<file path="src/hw/rtl/spt_pkg.sv">
// ----------------------------------------------------------------------------
// spt_pkg
// Shared types and constants of the shutter pulse timer.
// ----------------------------------------------------------------------------
`default_nettype none

package spt_pkg;

    localparam int TIME_WIDTH_DEF = 32;
    localparam int CMD_DEPTH      = 2;
    localparam int RES_DEPTH      = 2;

    localparam int FRAC_W    = 20;
    localparam int DIV_STEPS = FRAC_W;
    localparam int DIV_CNT_W = $clog2(DIV_STEPS + 1);

    localparam logic [FRAC_W-1:0] FRAC_SCALE = FRAC_W'(1000000);

    localparam logic [1:0] CH_FIRST = 2'd0;
    localparam logic [1:0] CH_LAST  = 2'd2;

    localparam logic LVL_START = 1'b0;
    localparam logic LVL_END   = 1'b1;

    localparam logic KIND_SPEED   = 1'b0;
    localparam logic KIND_CURTAIN = 1'b1;

    typedef struct packed {
        logic [1:0]  channel;
        logic [31:0] width;
        logic        zero;
        logic        big;
        logic        curtain;
        logic [31:0] lead;
        logic [31:0] trail;
    } t_cmd;

    typedef struct packed {
        logic              kind;
        logic [1:0]        source;
        logic [31:0]       width_us;
        logic [FRAC_W-1:0] fraction_denominator;
        logic [31:0]       leading_travel_us;
        logic [31:0]       trailing_travel_us;
        logic              last;
    } t_result;

endpackage

`default_nettype wire

</file>
<file path="src/hw/rtl/shutter_pulse_timer.sv">
// ----------------------------------------------------------------------------
// shutter_pulse_timer
// Pulse-width capture on three light-beam detectors with curtain travel.
// ----------------------------------------------------------------------------
// Edge events go in through a push/full port and results come out through an
// empty/pop port. A low edge, or an edge on channel 3, is absorbed and gives
// no result. A high edge gives a speed result and, when it completes the
// curtain pair of channels 0 and 2, a curtain result after it with last set.
// A high edge whose width lies between 1 and 1000000 holds the result engine
// while it takes the command, runs its one-bit-per-cycle divider for
// 1000000/width and hands over the speed result; a zero or larger width
// skips the divider. A curtain result holds the engine in a further state.
// A two-entry command queue lets further edges be accepted while the divider
// runs, and a two-entry result queue holds finished results.
`default_nettype none

module shutter_pulse_timer
    import spt_pkg::*;
#(
    parameter int TIME_WIDTH = TIME_WIDTH_DEF
) (
    input  wire logic              i_clk,
    input  wire logic              i_rst_n,
    input  wire logic              push,
    output logic                   full,
    input  wire logic [1:0]        i_channel,
    input  wire logic              i_level,
    input  wire logic [31:0]       i_time_us,
    output logic                   empty,
    input  wire logic              pop,
    output logic                   o_kind,
    output logic [1:0]             o_source,
    output logic [31:0]            o_width_us,
    output logic [FRAC_W-1:0]      o_fraction_denominator,
    output logic [31:0]            o_leading_travel_us,
    output logic [31:0]            o_trailing_travel_us,
    output logic                   o_last
);

    t_cmd    cmd_in;
    t_cmd    cmd_out;
    logic    cmd_push;
    logic    cmd_full;
    logic    cmd_pop;
    logic    cmd_empty;
    t_result res_in;
    t_result res_out;
    logic    res_push;
    logic    res_full;

    spt_front #(
        .TIME_WIDTH (TIME_WIDTH)
    ) u_front (
        .i_clk      (i_clk),
        .i_rst_n    (i_rst_n),
        .i_push     (push),
        .o_full     (full),
        .i_channel  (i_channel),
        .i_level    (i_level),
        .i_time_us  (i_time_us),
        .o_cmd_push (cmd_push),
        .o_cmd      (cmd_in),
        .i_cmd_full (cmd_full)
    );

    spt_fifo #(
        .WIDTH ($bits(t_cmd)),
        .DEPTH (CMD_DEPTH)
    ) u_cmd_q (
        .i_clk   (i_clk),
        .i_rst_n (i_rst_n),
        .i_push  (cmd_push),
        .i_data  (cmd_in),
        .o_full  (cmd_full),
        .i_pop   (cmd_pop),
        .o_data  (cmd_out),
        .o_empty (cmd_empty)
    );

    spt_back u_back (
        .i_clk       (i_clk),
        .i_rst_n     (i_rst_n),
        .i_cmd_empty (cmd_empty),
        .i_cmd       (cmd_out),
        .o_cmd_pop   (cmd_pop),
        .i_res_full  (res_full),
        .o_res_push  (res_push),
        .o_res       (res_in)
    );

    spt_fifo #(
        .WIDTH ($bits(t_result)),
        .DEPTH (RES_DEPTH)
    ) u_res_q (
        .i_clk   (i_clk),
        .i_rst_n (i_rst_n),
        .i_push  (res_push),
        .i_data  (res_in),
        .o_full  (res_full),
        .i_pop   (pop),
        .o_data  (res_out),
        .o_empty (empty)
    );

    assign o_kind                 = res_out.kind;
    assign o_source               = res_out.source;
    assign o_width_us             = res_out.width_us;
    assign o_fraction_denominator = res_out.fraction_denominator;
    assign o_leading_travel_us    = res_out.leading_travel_us;
    assign o_trailing_travel_us   = res_out.trailing_travel_us;
    assign o_last                 = res_out.last;

endmodule

`default_nettype wire

</file>
<file path="src/hw/rtl/spt_fifo.sv">
// ----------------------------------------------------------------------------
// spt_fifo
// Small register queue, push/full on one side and pop/empty on the other.
// ----------------------------------------------------------------------------
`default_nettype none

module spt_fifo #(
    parameter int WIDTH = 8,
    parameter int DEPTH = 2
) (
    input  wire logic             i_clk,
    input  wire logic             i_rst_n,
    input  wire logic             i_push,
    input  wire logic [WIDTH-1:0] i_data,
    output logic                  o_full,
    input  wire logic             i_pop,
    output logic      [WIDTH-1:0] o_data,
    output logic                  o_empty
);

    localparam int AW = (DEPTH > 1) ? $clog2(DEPTH) : 1;
    localparam int CW = $clog2(DEPTH + 1);

    logic [WIDTH-1:0] r_mem [DEPTH];
    logic [AW-1:0]    r_wr;
    logic [AW-1:0]    r_rd;
    logic [CW-1:0]    r_cnt;
    logic             push_ok;
    logic             pop_ok;

    assign o_full  = (r_cnt == CW'(DEPTH));
    assign o_empty = (r_cnt == '0);
    assign o_data  = r_mem[r_rd];
    assign push_ok = i_push && !o_full;
    assign pop_ok  = i_pop && !o_empty;

    always_ff @(posedge i_clk) begin
        if (push_ok) begin
            r_mem[r_wr] <= i_data;
        end
    end

    always_ff @(posedge i_clk) begin
        if (!i_rst_n) begin
            r_wr  <= '0;
            r_rd  <= '0;
            r_cnt <= '0;
        end else begin
            if (push_ok) begin
                r_wr <= (r_wr == AW'(DEPTH - 1)) ? '0 : r_wr + 1'b1;
            end
            if (pop_ok) begin
                r_rd <= (r_rd == AW'(DEPTH - 1)) ? '0 : r_rd + 1'b1;
            end
            if (push_ok && !pop_ok) begin
                r_cnt <= r_cnt + 1'b1;
            end else if (pop_ok && !push_ok) begin
                r_cnt <= r_cnt - 1'b1;
            end
        end
    end

endmodule

`default_nettype wire

</file>
<file path="src/hw/rtl/spt_front.sv">
// ----------------------------------------------------------------------------
// spt_front
// Edge intake: keeps start/end times and curtain flags, emits work commands.
// ----------------------------------------------------------------------------
`default_nettype none

module spt_front
    import spt_pkg::*;
#(
    parameter int TIME_WIDTH = TIME_WIDTH_DEF
) (
    input  wire logic        i_clk,
    input  wire logic        i_rst_n,
    input  wire logic        i_push,
    output logic             o_full,
    input  wire logic [1:0]  i_channel,
    input  wire logic        i_level,
    input  wire logic [31:0] i_time_us,
    output logic             o_cmd_push,
    output t_cmd             o_cmd,
    input  wire logic        i_cmd_full
);

    localparam int TW = TIME_WIDTH;

    logic [TW-1:0] r_start [3];
    logic [TW-1:0] r_end   [3];
    logic [1:0]    r_flag;

    logic [TW-1:0] t;
    logic [TW-1:0] w;
    logic [TW-1:0] end_a;
    logic [TW-1:0] end_c;
    logic [TW-1:0] lead;
    logic [TW-1:0] trail;
    logic [1:0]    n_flag;
    logic [1:0]    ch_idx;
    logic          take;
    logic          valid_ch;
    logic          curtain;

    assign o_full   = i_cmd_full;
    assign take     = i_push && !i_cmd_full;
    assign valid_ch = (i_channel <= CH_LAST);
    assign ch_idx   = valid_ch ? i_channel : CH_FIRST;
    assign t        = TW'(i_time_us);
    assign w        = t - r_start[ch_idx];

    assign end_a = (i_channel == CH_FIRST) ? t : r_end[0];
    assign end_c = (i_channel == CH_LAST)  ? t : r_end[2];
    assign lead  = (r_start[0] > r_start[2]) ? r_start[0] - r_start[2]
                                             : r_start[2] - r_start[0];
    assign trail = (end_a > end_c) ? end_a - end_c : end_c - end_a;

    always_comb begin
        n_flag = r_flag;
        if (i_channel == CH_FIRST) begin
            n_flag[0] = i_level;
        end
        if (i_channel == CH_LAST) begin
            n_flag[1] = i_level;
        end
    end

    assign curtain = n_flag[0] && n_flag[1];

    assign o_cmd_push    = take && valid_ch && (i_level == LVL_END);
    assign o_cmd.channel = i_channel;
    assign o_cmd.width   = 32'(w);
    assign o_cmd.zero    = (w == '0);
    assign o_cmd.big     = (64'(w) > 64'(FRAC_SCALE));
    assign o_cmd.curtain = curtain;
    assign o_cmd.lead    = 32'(lead);
    assign o_cmd.trail   = 32'(trail);

    always_ff @(posedge i_clk) begin
        if (!i_rst_n) begin
            r_flag <= '0;
            for (int i = 0; i < 3; i++) begin
                r_start[i] <= '0;
                r_end[i]   <= '0;
            end
        end else if (take && valid_ch) begin
            if (i_level == LVL_START) begin
                r_start[i_channel] <= t;
                r_flag             <= n_flag;
            end else begin
                r_end[i_channel] <= t;
                r_flag           <= curtain ? 2'b00 : n_flag;
            end
        end
    end

endmodule

`default_nettype wire

</file>
<file path="src/hw/rtl/spt_back.sv">
// ----------------------------------------------------------------------------
// spt_back
// Result engine: bit-serial 1000000/width divider and result sequencing.
// ----------------------------------------------------------------------------
`default_nettype none

module spt_back
    import spt_pkg::*;
(
    input  wire logic   i_clk,
    input  wire logic   i_rst_n,
    input  wire logic   i_cmd_empty,
    input  wire t_cmd   i_cmd,
    output logic        o_cmd_pop,
    input  wire logic   i_res_full,
    output logic        o_res_push,
    output t_result     o_res
);

    typedef enum logic [1:0] {
        S_IDLE,
        S_DIV,
        S_SPEED,
        S_CURT
    } t_state;

    t_state                r_state;
    t_cmd                  r_cmd;
    logic [FRAC_W-1:0]     r_num;
    logic [FRAC_W-1:0]     r_rem;
    logic [DIV_CNT_W-1:0]  r_cnt;

    logic [FRAC_W:0]       trial;
    logic [FRAC_W:0]       divisor;
    logic                  ge;

    assign divisor = {1'b0, r_cmd.width[FRAC_W-1:0]};
    assign trial   = {r_rem, r_num[FRAC_W-1]};
    assign ge      = (trial >= divisor);

    assign o_cmd_pop = (r_state == S_IDLE) && !i_cmd_empty;

    always_comb begin
        o_res = '0;
        case (r_state)
            S_SPEED: begin
                o_res.kind                 = KIND_SPEED;
                o_res.source               = r_cmd.channel;
                o_res.width_us             = r_cmd.width;
                o_res.fraction_denominator = r_num;
                o_res.last                 = !r_cmd.curtain;
            end
            S_CURT: begin
                o_res.kind               = KIND_CURTAIN;
                o_res.leading_travel_us  = r_cmd.lead;
                o_res.trailing_travel_us = r_cmd.trail;
                o_res.last               = 1'b1;
            end
            default: begin
                o_res = '0;
            end
        endcase
    end

    assign o_res_push = ((r_state == S_SPEED) || (r_state == S_CURT)) && !i_res_full;

    always_ff @(posedge i_clk) begin
        if (!i_rst_n) begin
            r_state <= S_IDLE;
            r_cnt   <= '0;
        end else begin
            case (r_state)
                S_IDLE: begin
                    if (!i_cmd_empty) begin
                        r_cmd <= i_cmd;
                        r_rem <= '0;
                        r_cnt <= '0;
                        if (i_cmd.zero) begin
                            r_num   <= FRAC_SCALE;
                            r_state <= S_SPEED;
                        end else if (i_cmd.big) begin
                            r_num   <= '0;
                            r_state <= S_SPEED;
                        end else begin
                            r_num   <= FRAC_SCALE;
                            r_state <= S_DIV;
                        end
                    end
                end
                S_DIV: begin
                    r_rem <= ge ? FRAC_W'(trial - divisor) : FRAC_W'(trial);
                    r_num <= {r_num[FRAC_W-2:0], ge};
                    r_cnt <= r_cnt + 1'b1;
                    if (r_cnt == DIV_CNT_W'(DIV_STEPS - 1)) begin
                        r_state <= S_SPEED;
                    end
                end
                S_SPEED: begin
                    if (!i_res_full) begin
                        r_state <= r_cmd.curtain ? S_CURT : S_IDLE;
                    end
                end
                S_CURT: begin
                    if (!i_res_full) begin
                        r_state <= S_IDLE;
                    end
                end
                default: begin
                    r_state <= S_IDLE;
                end
            endcase
        end
    end

endmodule

`default_nettype wire

</file>
<file path="config.mk">
export PLATFORM = sky130hd
export DESIGN_NAME = shutter_pulse_timer
export DESIGN_NICKNAME = d
export VERILOG_FILES = /design/src/hw/rtl/spt_pkg.sv /design/src/hw/rtl/shutter_pulse_timer.sv /design/src/hw/rtl/spt_fifo.sv /design/src/hw/rtl/spt_front.sv /design/src/hw/rtl/spt_back.sv
export SDC_FILE = /design/constraint.sdc
export NUM_CORES = 1
export LEC_CHECK = 0
export BUFFER_PORTS_ARGS = -buffer_cell sky130_fd_sc_hd__buf_2
export CAP_MARGIN = 25
export CORE_MARGIN = 2
export CORE_UTILIZATION = 45
export CTS_CLUSTER_DIAMETER = 200
export CTS_CLUSTER_SIZE = 28
export DETAILED_ROUTE_END_ITERATION = 8
export GPL_TIMING_DRIVEN = 0
export PLACE_DENSITY = 0.72
export RECOVER_POWER = 25
export SETUP_SLACK_MARGIN = 0.02
export SYNTH_ARGS = -nofsm -noshare
export SYNTH_HDL_FRONTEND = slang
export SYNTH_SLANG_ARGS = --single-unit
</file>
<file path="constraint.sdc">
create_clock -name i_clk -period 7.9 [get_ports i_clk]
set_clock_uncertainty 0.15 [all_clocks]
set_input_delay 0.79 -clock i_clk [delete_from_list [all_inputs] [get_ports i_clk]]
set_output_delay 0.79 -clock i_clk [all_outputs]
set_load 0.02 [all_outputs]
</file>
==> results of run 1 <==
## worst max-delay path, delay by kind of cell
kind                       cells  cell delay [ns]
adders and majority gates      1             0.52
buffers and inverters          4             1.87
AOI/OAI and AO/OA              8             2.25
and+or+nand+nor                5             1.70
## final timing paths
check,to,cells past startpoint
hold reg to reg,u_back.r_cnt[4]$_SDFFE_PN0N_,1
setup reg to reg,u_cmd_q.r_mem[1][66]$_DFFE_PP_,14
hold / removal,u_cmd_q.r_mem[0][100]$_DFFE_PP_,1
setup / recovery,u_cmd_q.r_mem[1][66]$_DFFE_PP_,18
## logic make-up (layout without fill, tap and decap cells)
logic type      count (synthesis)  count (layout)  share of synthesized area [%]
buf+inv                       368             609                           3.67
xor+xnor                      104             104                           2.33
other cells                     0              10                              0
fa+ha+maj                     186             186                           6.07
flops                         760             760                           57.9
simple gates                  937             937                           11.6
mux                           267             267                           7.56
compound gates                670             670                           10.9
## layout make-up
cell class                 count  area, sq um  share of cell area, %
clock buffer                  56          870                   2.04
clock inverter                 1         30.0                 0.0703
inverter                     199          747                   1.75
sequential                   760        22600                   53.0
antenna                       10         25.0                 0.0586
tap                         1155         1450                   3.38
multi-input combinational   2164        15100                   35.3
buffer                       169          687                   1.61
timing repair buffer         184         1190                   2.79
## metrics by stage
step | cells | area [sq um] | util (%) | TNS, ns
floorplan | 3292 | 39100 | - | 0
global placement | 4607 | 41300 | 47.8 | -484.39
detailed placement | 4631 | 41900 | 48.4 | 0
CTS | 4688 | 42800 | 49.5 | 0
global route | 4690 | 42700 | 49.4 | 0
finish | 4698 | 42700 | 49.4 | 0
## Yosys cell counts, types with 61 or more instances
library cell  instances  area [sq um]
ha_1                180          2250
edfxtp_1            741         22300
mux2_2              225          2530
o21ai_0             152           761
a21oi_1             205          1030
xnor2_1              61           534
and3_1              116           726
and2_1              106           663
nor2_1              249           935
clkbuf_1            128           480
nand2_1             271          1020
inv_1               198           743
a21o_1               77           578
## registers in the layout, summed over array words and instances (netlist names), 2 cells and up, named ones only
name             count
u_back.divisor      20
u_back.r_cmd        79
u_back.r_cnt         5
u_back.r_num        20
u_back.r_rem        20
u_back.r_state       2
u_cmd_q.r_cnt        2
u_cmd_q.r_mem      202
u_front.r_end       64
u_front.r_flag       2
u_front.r_start     96
u_res_q.r_cnt        2
u_res_q.r_mem      240
## power groups by stage
stage               Sequential, W  Combinational (W)  Clock, W
CTS                       0.00545            0.00410   0.00200
global placement          0.00568            0.00389         0
floorplan                 0.00558            0.00277         0
detailed placement        0.00555            0.00408         0
global route              0.00551            0.00441   0.00212
finish                    0.00546            0.00405   0.00195
## layer usage
layer	vias up	share of wire, %
li1	12427	-
met1	12941	42
met2	769	48
met3	121	7.1
met4	16	2.4
met5	-	0.10
==> flow_metrics.env, run 1 <==
export IMPL_dieWidth_microns=299
export IMPL_ir_drop_v=0.000227
export IMPL_wl_per_cell_microns=20.7
export IMPL_gr_usage_met2_pct=36.4
export IMPL_dp_slack_ns=0.704
export IMPL_p_sw_share_pct=34.2
export IMPL_cts_buffers=31
export IMPL_post_cts_buffers=0
export IMPL_vias=26274
export IMPL_cp_common_cell="clkbuf_1"
export IMPL_intPower_w=0.00754
export IMPL_use_met1_pct=28.6
export IMPL_crit_path_end_kind="flip-flop"
export IMPL_synthesis_area_sq_um=39100
export IMPL_grtUsageTotal_pct=21.2
export IMPL_cp_startpoint="i_channel[0]"
export IMPL_min_delay_path_class="input port to flip-flop"
export IMPL_cap_viol_max_count=2
export IMPL_port_buffer_count=160
export IMPL_timing_hold_violations_final=0
export IMPL_cts_tree="built"
export IMPL_fmax_ghz=0.144
export IMPL_routed_via_density=5.59
export IMPL_wirelength_mm=97.4
export IMPL_synth_cells=3292
export IMPL_place_gp_congestion=0.978
export IMPL_clk_pin_slew_worst_paths_ns=0.13
export IMPL_yosysUniqueCellTypes=85
export IMPL_gr_total_overflow=0
export IMPL_grt_util_met3_pct=2.99
export IMPL_final_common_cell="edfxtp_1"
export IMPL_synth_ff_type="edfxtp_1"
export IMPL_dp_hpwl_mm=76.1
export IMPL_combPwrFrac_pct=35.4
export IMPL_start_util_pct=45.2
export IMPL_status="finished, violations left"
export IMPL_crit_path_start_kind="input port"
export IMPL_relSlewSlack_pct=-114
export IMPL_clock_path_buffers=3
export IMPL_slowest_delay_ns=0.55
export IMPL_area_delta_synth_final_pct=9.30
export IMPL_fp_row_count=108
export IMPL_crit_fanout=10
export IMPL_violations="max-capacitance violations, max-slew violations"
export IMPL_drtPass1Iterations=8
export IMPL_arrival_ns=7.18
export IMPL_die_area_sq_um=89200
export IMPL_syn_avg_cell_area_sq_um=11.9
export IMPL_final_antenna_net_count=0
export IMPL_postSynth_asyncResetShare_pct=0
export IMPL_grt_busiest_layer="met2"
export IMPL_whs_ns=0.278
export IMPL_ios=161
export IMPL_power_density_nw_per_um2=268
export IMPL_p_sw_w=0.00391
export IMPL_die_h_microns=299
export IMPL_cts_resized=0
export IMPL_mostFrequentLayoutCells="741 x edfxtp_1, 271 x nand2_1, 246 x nor2_1, 224 x mux2_2, 205 x a21oi_1"
export IMPL_slowest_stage="clkbuf_1"
export IMPL_power_frac_clock_pct=17.0
export IMPL_antenna_found_initial=22
export IMPL_route_detailed_drc=0
export IMPL_reg2reg_setup_slack_ns=2.78
export IMPL_grt_pass1_wl_mm=147
export IMPL_hp_start="i_channel[1]"
export IMPL_synth_edf_count=741
export IMPL_tightest_slew_ns=3.21
export IMPL_fin_total_pwr_w=0.0115
export IMPL_nets=3734
export IMPL_core_area_sq_um=86500
export IMPL_drv_slew=110
export IMPL_drive_gt1_share_pct=14.0
export IMPL_clock_root_buffer="clkbuf_16"
export IMPL_power_leakage_nw=16.1
export IMPL_synth_seq_cells=760
export IMPL_fin_ws_ns=0.978
export IMPL_grt_pass1_vias=25247
export IMPL_drt_iter0_drc=2382
export IMPL_period_share_pct=87.6
export IMPL_min_period_ns=6.92
export IMPL_grt_max_degree=56
export IMPL_r2r_start="u_front.r_start[0][11]$_SDFFCE_PN0P_"
export IMPL_ys_seq_area_share_pct=57.9
export IMPL_p_seq_share_pct=47.7
export IMPL_setup_viol=0
export IMPL_worstPathRequired_ns=8.16
export IMPL_critical_path_class="input port to flip-flop"
export IMPL_rsz0062_at_grt="false"
export IMPL_insertion_delay_ns=0.65
export IMPL_htreeDepth=1
export IMPL_nFillCells=7700
export IMPL_syn_num_nets=3517
export IMPL_crit_chain="clkbuf_1 > clkbuf_1 > nor2b_1 > clkbuf_1 > nor2_1 > clkbuf_1 > a21oi_1 > fa_1 > a211oi_1 > o21ai_0 > a31oi_1 > a2111oi_1 > or3_1 > a22oi_1 > o2111ai_1 > a2111oi_2 > nand4bb_1 > nor4_2"
export IMPL_synth_warnings=0
export IMPL_cts_sinks=760
export IMPL_cts_hold_fix_buffers=0
(Power assumes the default switching activity.)
==> run 2: changes to the inputs <==
--- a/config.mk
+++ b/config.mk
@@ -13,7 +13,7 @@
 export CTS_CLUSTER_SIZE = 28
 export DETAILED_ROUTE_END_ITERATION = 8
 export GPL_TIMING_DRIVEN = 0
-export PLACE_DENSITY = 0.72
+export PLACE_DENSITY = 0.75
 export RECOVER_POWER = 25
 export SETUP_SLACK_MARGIN = 0.02
 export SYNTH_ARGS = -nofsm -noshare
==> constraint.sdc (replaced) <==
create_clock -name i_clk -period 5.8 [get_ports i_clk]
set_clock_uncertainty 0.15 [all_clocks]
set_input_delay 0.58 -clock i_clk [delete_from_list [all_inputs] [get_ports i_clk]]
set_output_delay 0.58 -clock i_clk [all_outputs]
set_load 0.02 [all_outputs]
==> flow_metrics.env, run 2 (same netlist as run 1, synthesis figures left out) <==
export IMPL_status="finished, violations left"
export IMPL_violations="max-capacitance violations, max-slew violations"
export IMPL_grt_pass1_wl_mm=149
export IMPL_port_buffer_count=160
export IMPL_reg_largest_list="u_res_q.r_mem: 240 flops, u_cmd_q.r_mem: 202 flops, u_front.r_start: 96 flops"
export IMPL_dp_cells=4630
export IMPL_largest_register_ffs=240
export IMPL_dieWidth_microns=299
export IMPL_setup_viol=0
export IMPL_area_delta_synth_final_pct=9.30
export IMPL_place_gp_congestion=0.962
export IMPL_cts_buffers=31
export IMPL_critical_path_class="input port to flip-flop"
export IMPL_nFillCells=7621
export IMPL_fin_cells=4694
export IMPL_fmax_ghz=0.182
export IMPL_crit_path_end_kind="flip-flop"
export IMPL_worstPathRequired_ns=6.04
export IMPL_clock_root_buffer="clkbuf_16"
export IMPL_power_leakage_nw=16.2
export IMPL_cp_common_cell="clkbuf_2"
export IMPL_core_area_sq_um=86500
export IMPL_grtUsageTotal_pct=21.4
export IMPL_cts_tree="built"
export IMPL_drtPass1Iterations=6
export IMPL_antenna_found_initial=22
export IMPL_route_detailed_drc=0
export IMPL_nets=3733
export IMPL_crit_fanout=16
export IMPL_gr_total_overflow=0
export IMPL_wirelength_mm=98.2
export IMPL_period_share_pct=95.0
export IMPL_regMostFlops="u_res_q.r_mem"
export IMPL_clk_pin_slew_worst_paths_ns=0.11
export IMPL_slowest_delay_ns=0.53
export IMPL_drive_gt1_share_pct=14.3
export IMPL_tightest_slew_ns=2.42
export IMPL_drt_iter0_drc=2285
export IMPL_ios=161
export IMPL_crit_path_start_kind="input port"
export IMPL_grt_max_degree=55
export IMPL_fin_total_pwr_w=0.0156
export IMPL_slowest_stage="a31oi_1"
export IMPL_drv_slew=110
export IMPL_relSlewSlack_pct=-61.5
export IMPL_insertion_delay_ns=0.64
export IMPL_wl_per_cell_microns=20.9
export IMPL_die_h_microns=299
export IMPL_start_util_pct=45.2
export IMPL_grt_pass1_vias=25651
export IMPL_rsz0062_at_grt="false"
export IMPL_timing_hold_violations_final=0
export IMPL_final_antenna_net_count=0
export IMPL_fp_row_count=108
export IMPL_min_delay_path_class="input port to flip-flop"
export IMPL_power_density_nw_per_um2=366
export IMPL_clock_path_buffers=3
export IMPL_min_period_ns=5.51
export IMPL_crit_chain="buf_2 > nor2b_1 > clkbuf_2 > nor2_2 > clkbuf_2 > a21oi_1 > fa_1 > a211oi_1 > o21ai_0 > a31oi_1 > a2111oi_2 > or4_1 > a311oi_1 > xnor2_1 > nand4bb_1 > a21o_1"
export IMPL_vias=26340
export IMPL_htreeDepth=1
export IMPL_post_cts_buffers=0
export IMPL_mostFrequentLayoutCells="741 x edfxtp_1, 271 x nand2_1, 244 x nor2_1, 224 x mux2_2, 205 x a21oi_1"
export IMPL_die_area_sq_um=89200
export IMPL_routed_via_density=5.61
export IMPL_cap_viol_max_count=3
export IMPL_ir_drop_v=0.000272
export IMPL_cts_sinks=760
export IMPL_dp_hpwl_mm=76.7
export IMPL_final_common_cell="edfxtp_1"
export IMPL_arrival_ns=5.74
-- run 2: path summary, 6_finish.rpt --
kind,cells after the start,from,slack (ns),endpoint
max,16,i_channel[0],0.29,u_cmd_q.r_mem[0][65]$_DFFE_PP_
min,2,i_time_us[2],0.15,u_front.r_start[1][2]$_SDFFCE_PN0P_
max reg2reg,16,u_front.r_start[0][0]$_SDFFCE_PN0P_,0.71,u_cmd_q.r_mem[0][65]$_DFFE_PP_
min reg2reg,1,u_back.r_cnt[4]$_SDFFE_PN0N_,0.33,u_back.r_cnt[4]$_SDFFE_PN0N_
-- run 2: repair_timing --
item / 4_1_cts / 5_1_grt
hold buffers: 0 / 0
resized for setup: 6 / 11
endpoints found under the setup margin: 28 / 34
-- run 2: layout make-up --
type	count	area [sq um]	share of cell area, %
timing repair buffer	185	1200	2.82
clock inverter	1	30.0	0.0703
clock buffer	56	870	2.04
inverter	199	747	1.75
tap	1155	1450	3.38
buffer	167	689	1.61
multi-input combinational	2164	15100	35.3
antenna	7	17.5	0.0410
sequential	760	22600	53.0
-- run 2: routing by layer --
metal	global-route usage, %	wire, microns	vias up
met2	37.6	49000	745
met1	28.1	40800	13005
met3	3.26	6270	136
met5	0	172	-
met4	4.35	1930	30
li1	-	-	12424
-- run 2: metrics by stage --
| stage | area, sq um | hold WS [ns] | utilization (%) | worst slack (ns) | TNS [ns] |
|---|---|---|---|---|---|
| after floorplan | 39100 | 0.281 | - | 0.898 | 0 |
| after global placement | 41300 | 0.308 | 47.8 | -1.41 | -355.10 |
| after detailed placement | 41900 | 0.308 | 48.4 | -1.11 | -42.88 |
| after CTS | 42800 | 0.116 | 49.5 | 0.215 | 0 |
| after global routing | 42700 | 0.126 | 49.4 | 0.106 | 0 |
| final | 42700 | 0.146 | 49.4 | 0.293 | 0 |
-- run 2: worst max-delay path, delay by kind of cell --
family | cells | cell delay [ns]
AOI/OAI and AO/OA | 7 | 2.04
and+or+nand+nor | 4 | 1.35
buffers and inverters | 3 | 1.02
adders and majority gates | 1 | 0.49
xor gates and xnor gates | 1 | 0.23
-- run 2: where the power goes --
group	leakage, nW	internal (W)	total (W)	switching, W
registers	7.18	0.00720	0.00744	0.000233
clock network	0.423	0.00103	0.00265	0.00162
logic	8.57	0.00204	0.00555	0.00351
total	16.2	0.0103	0.0156	0.00537
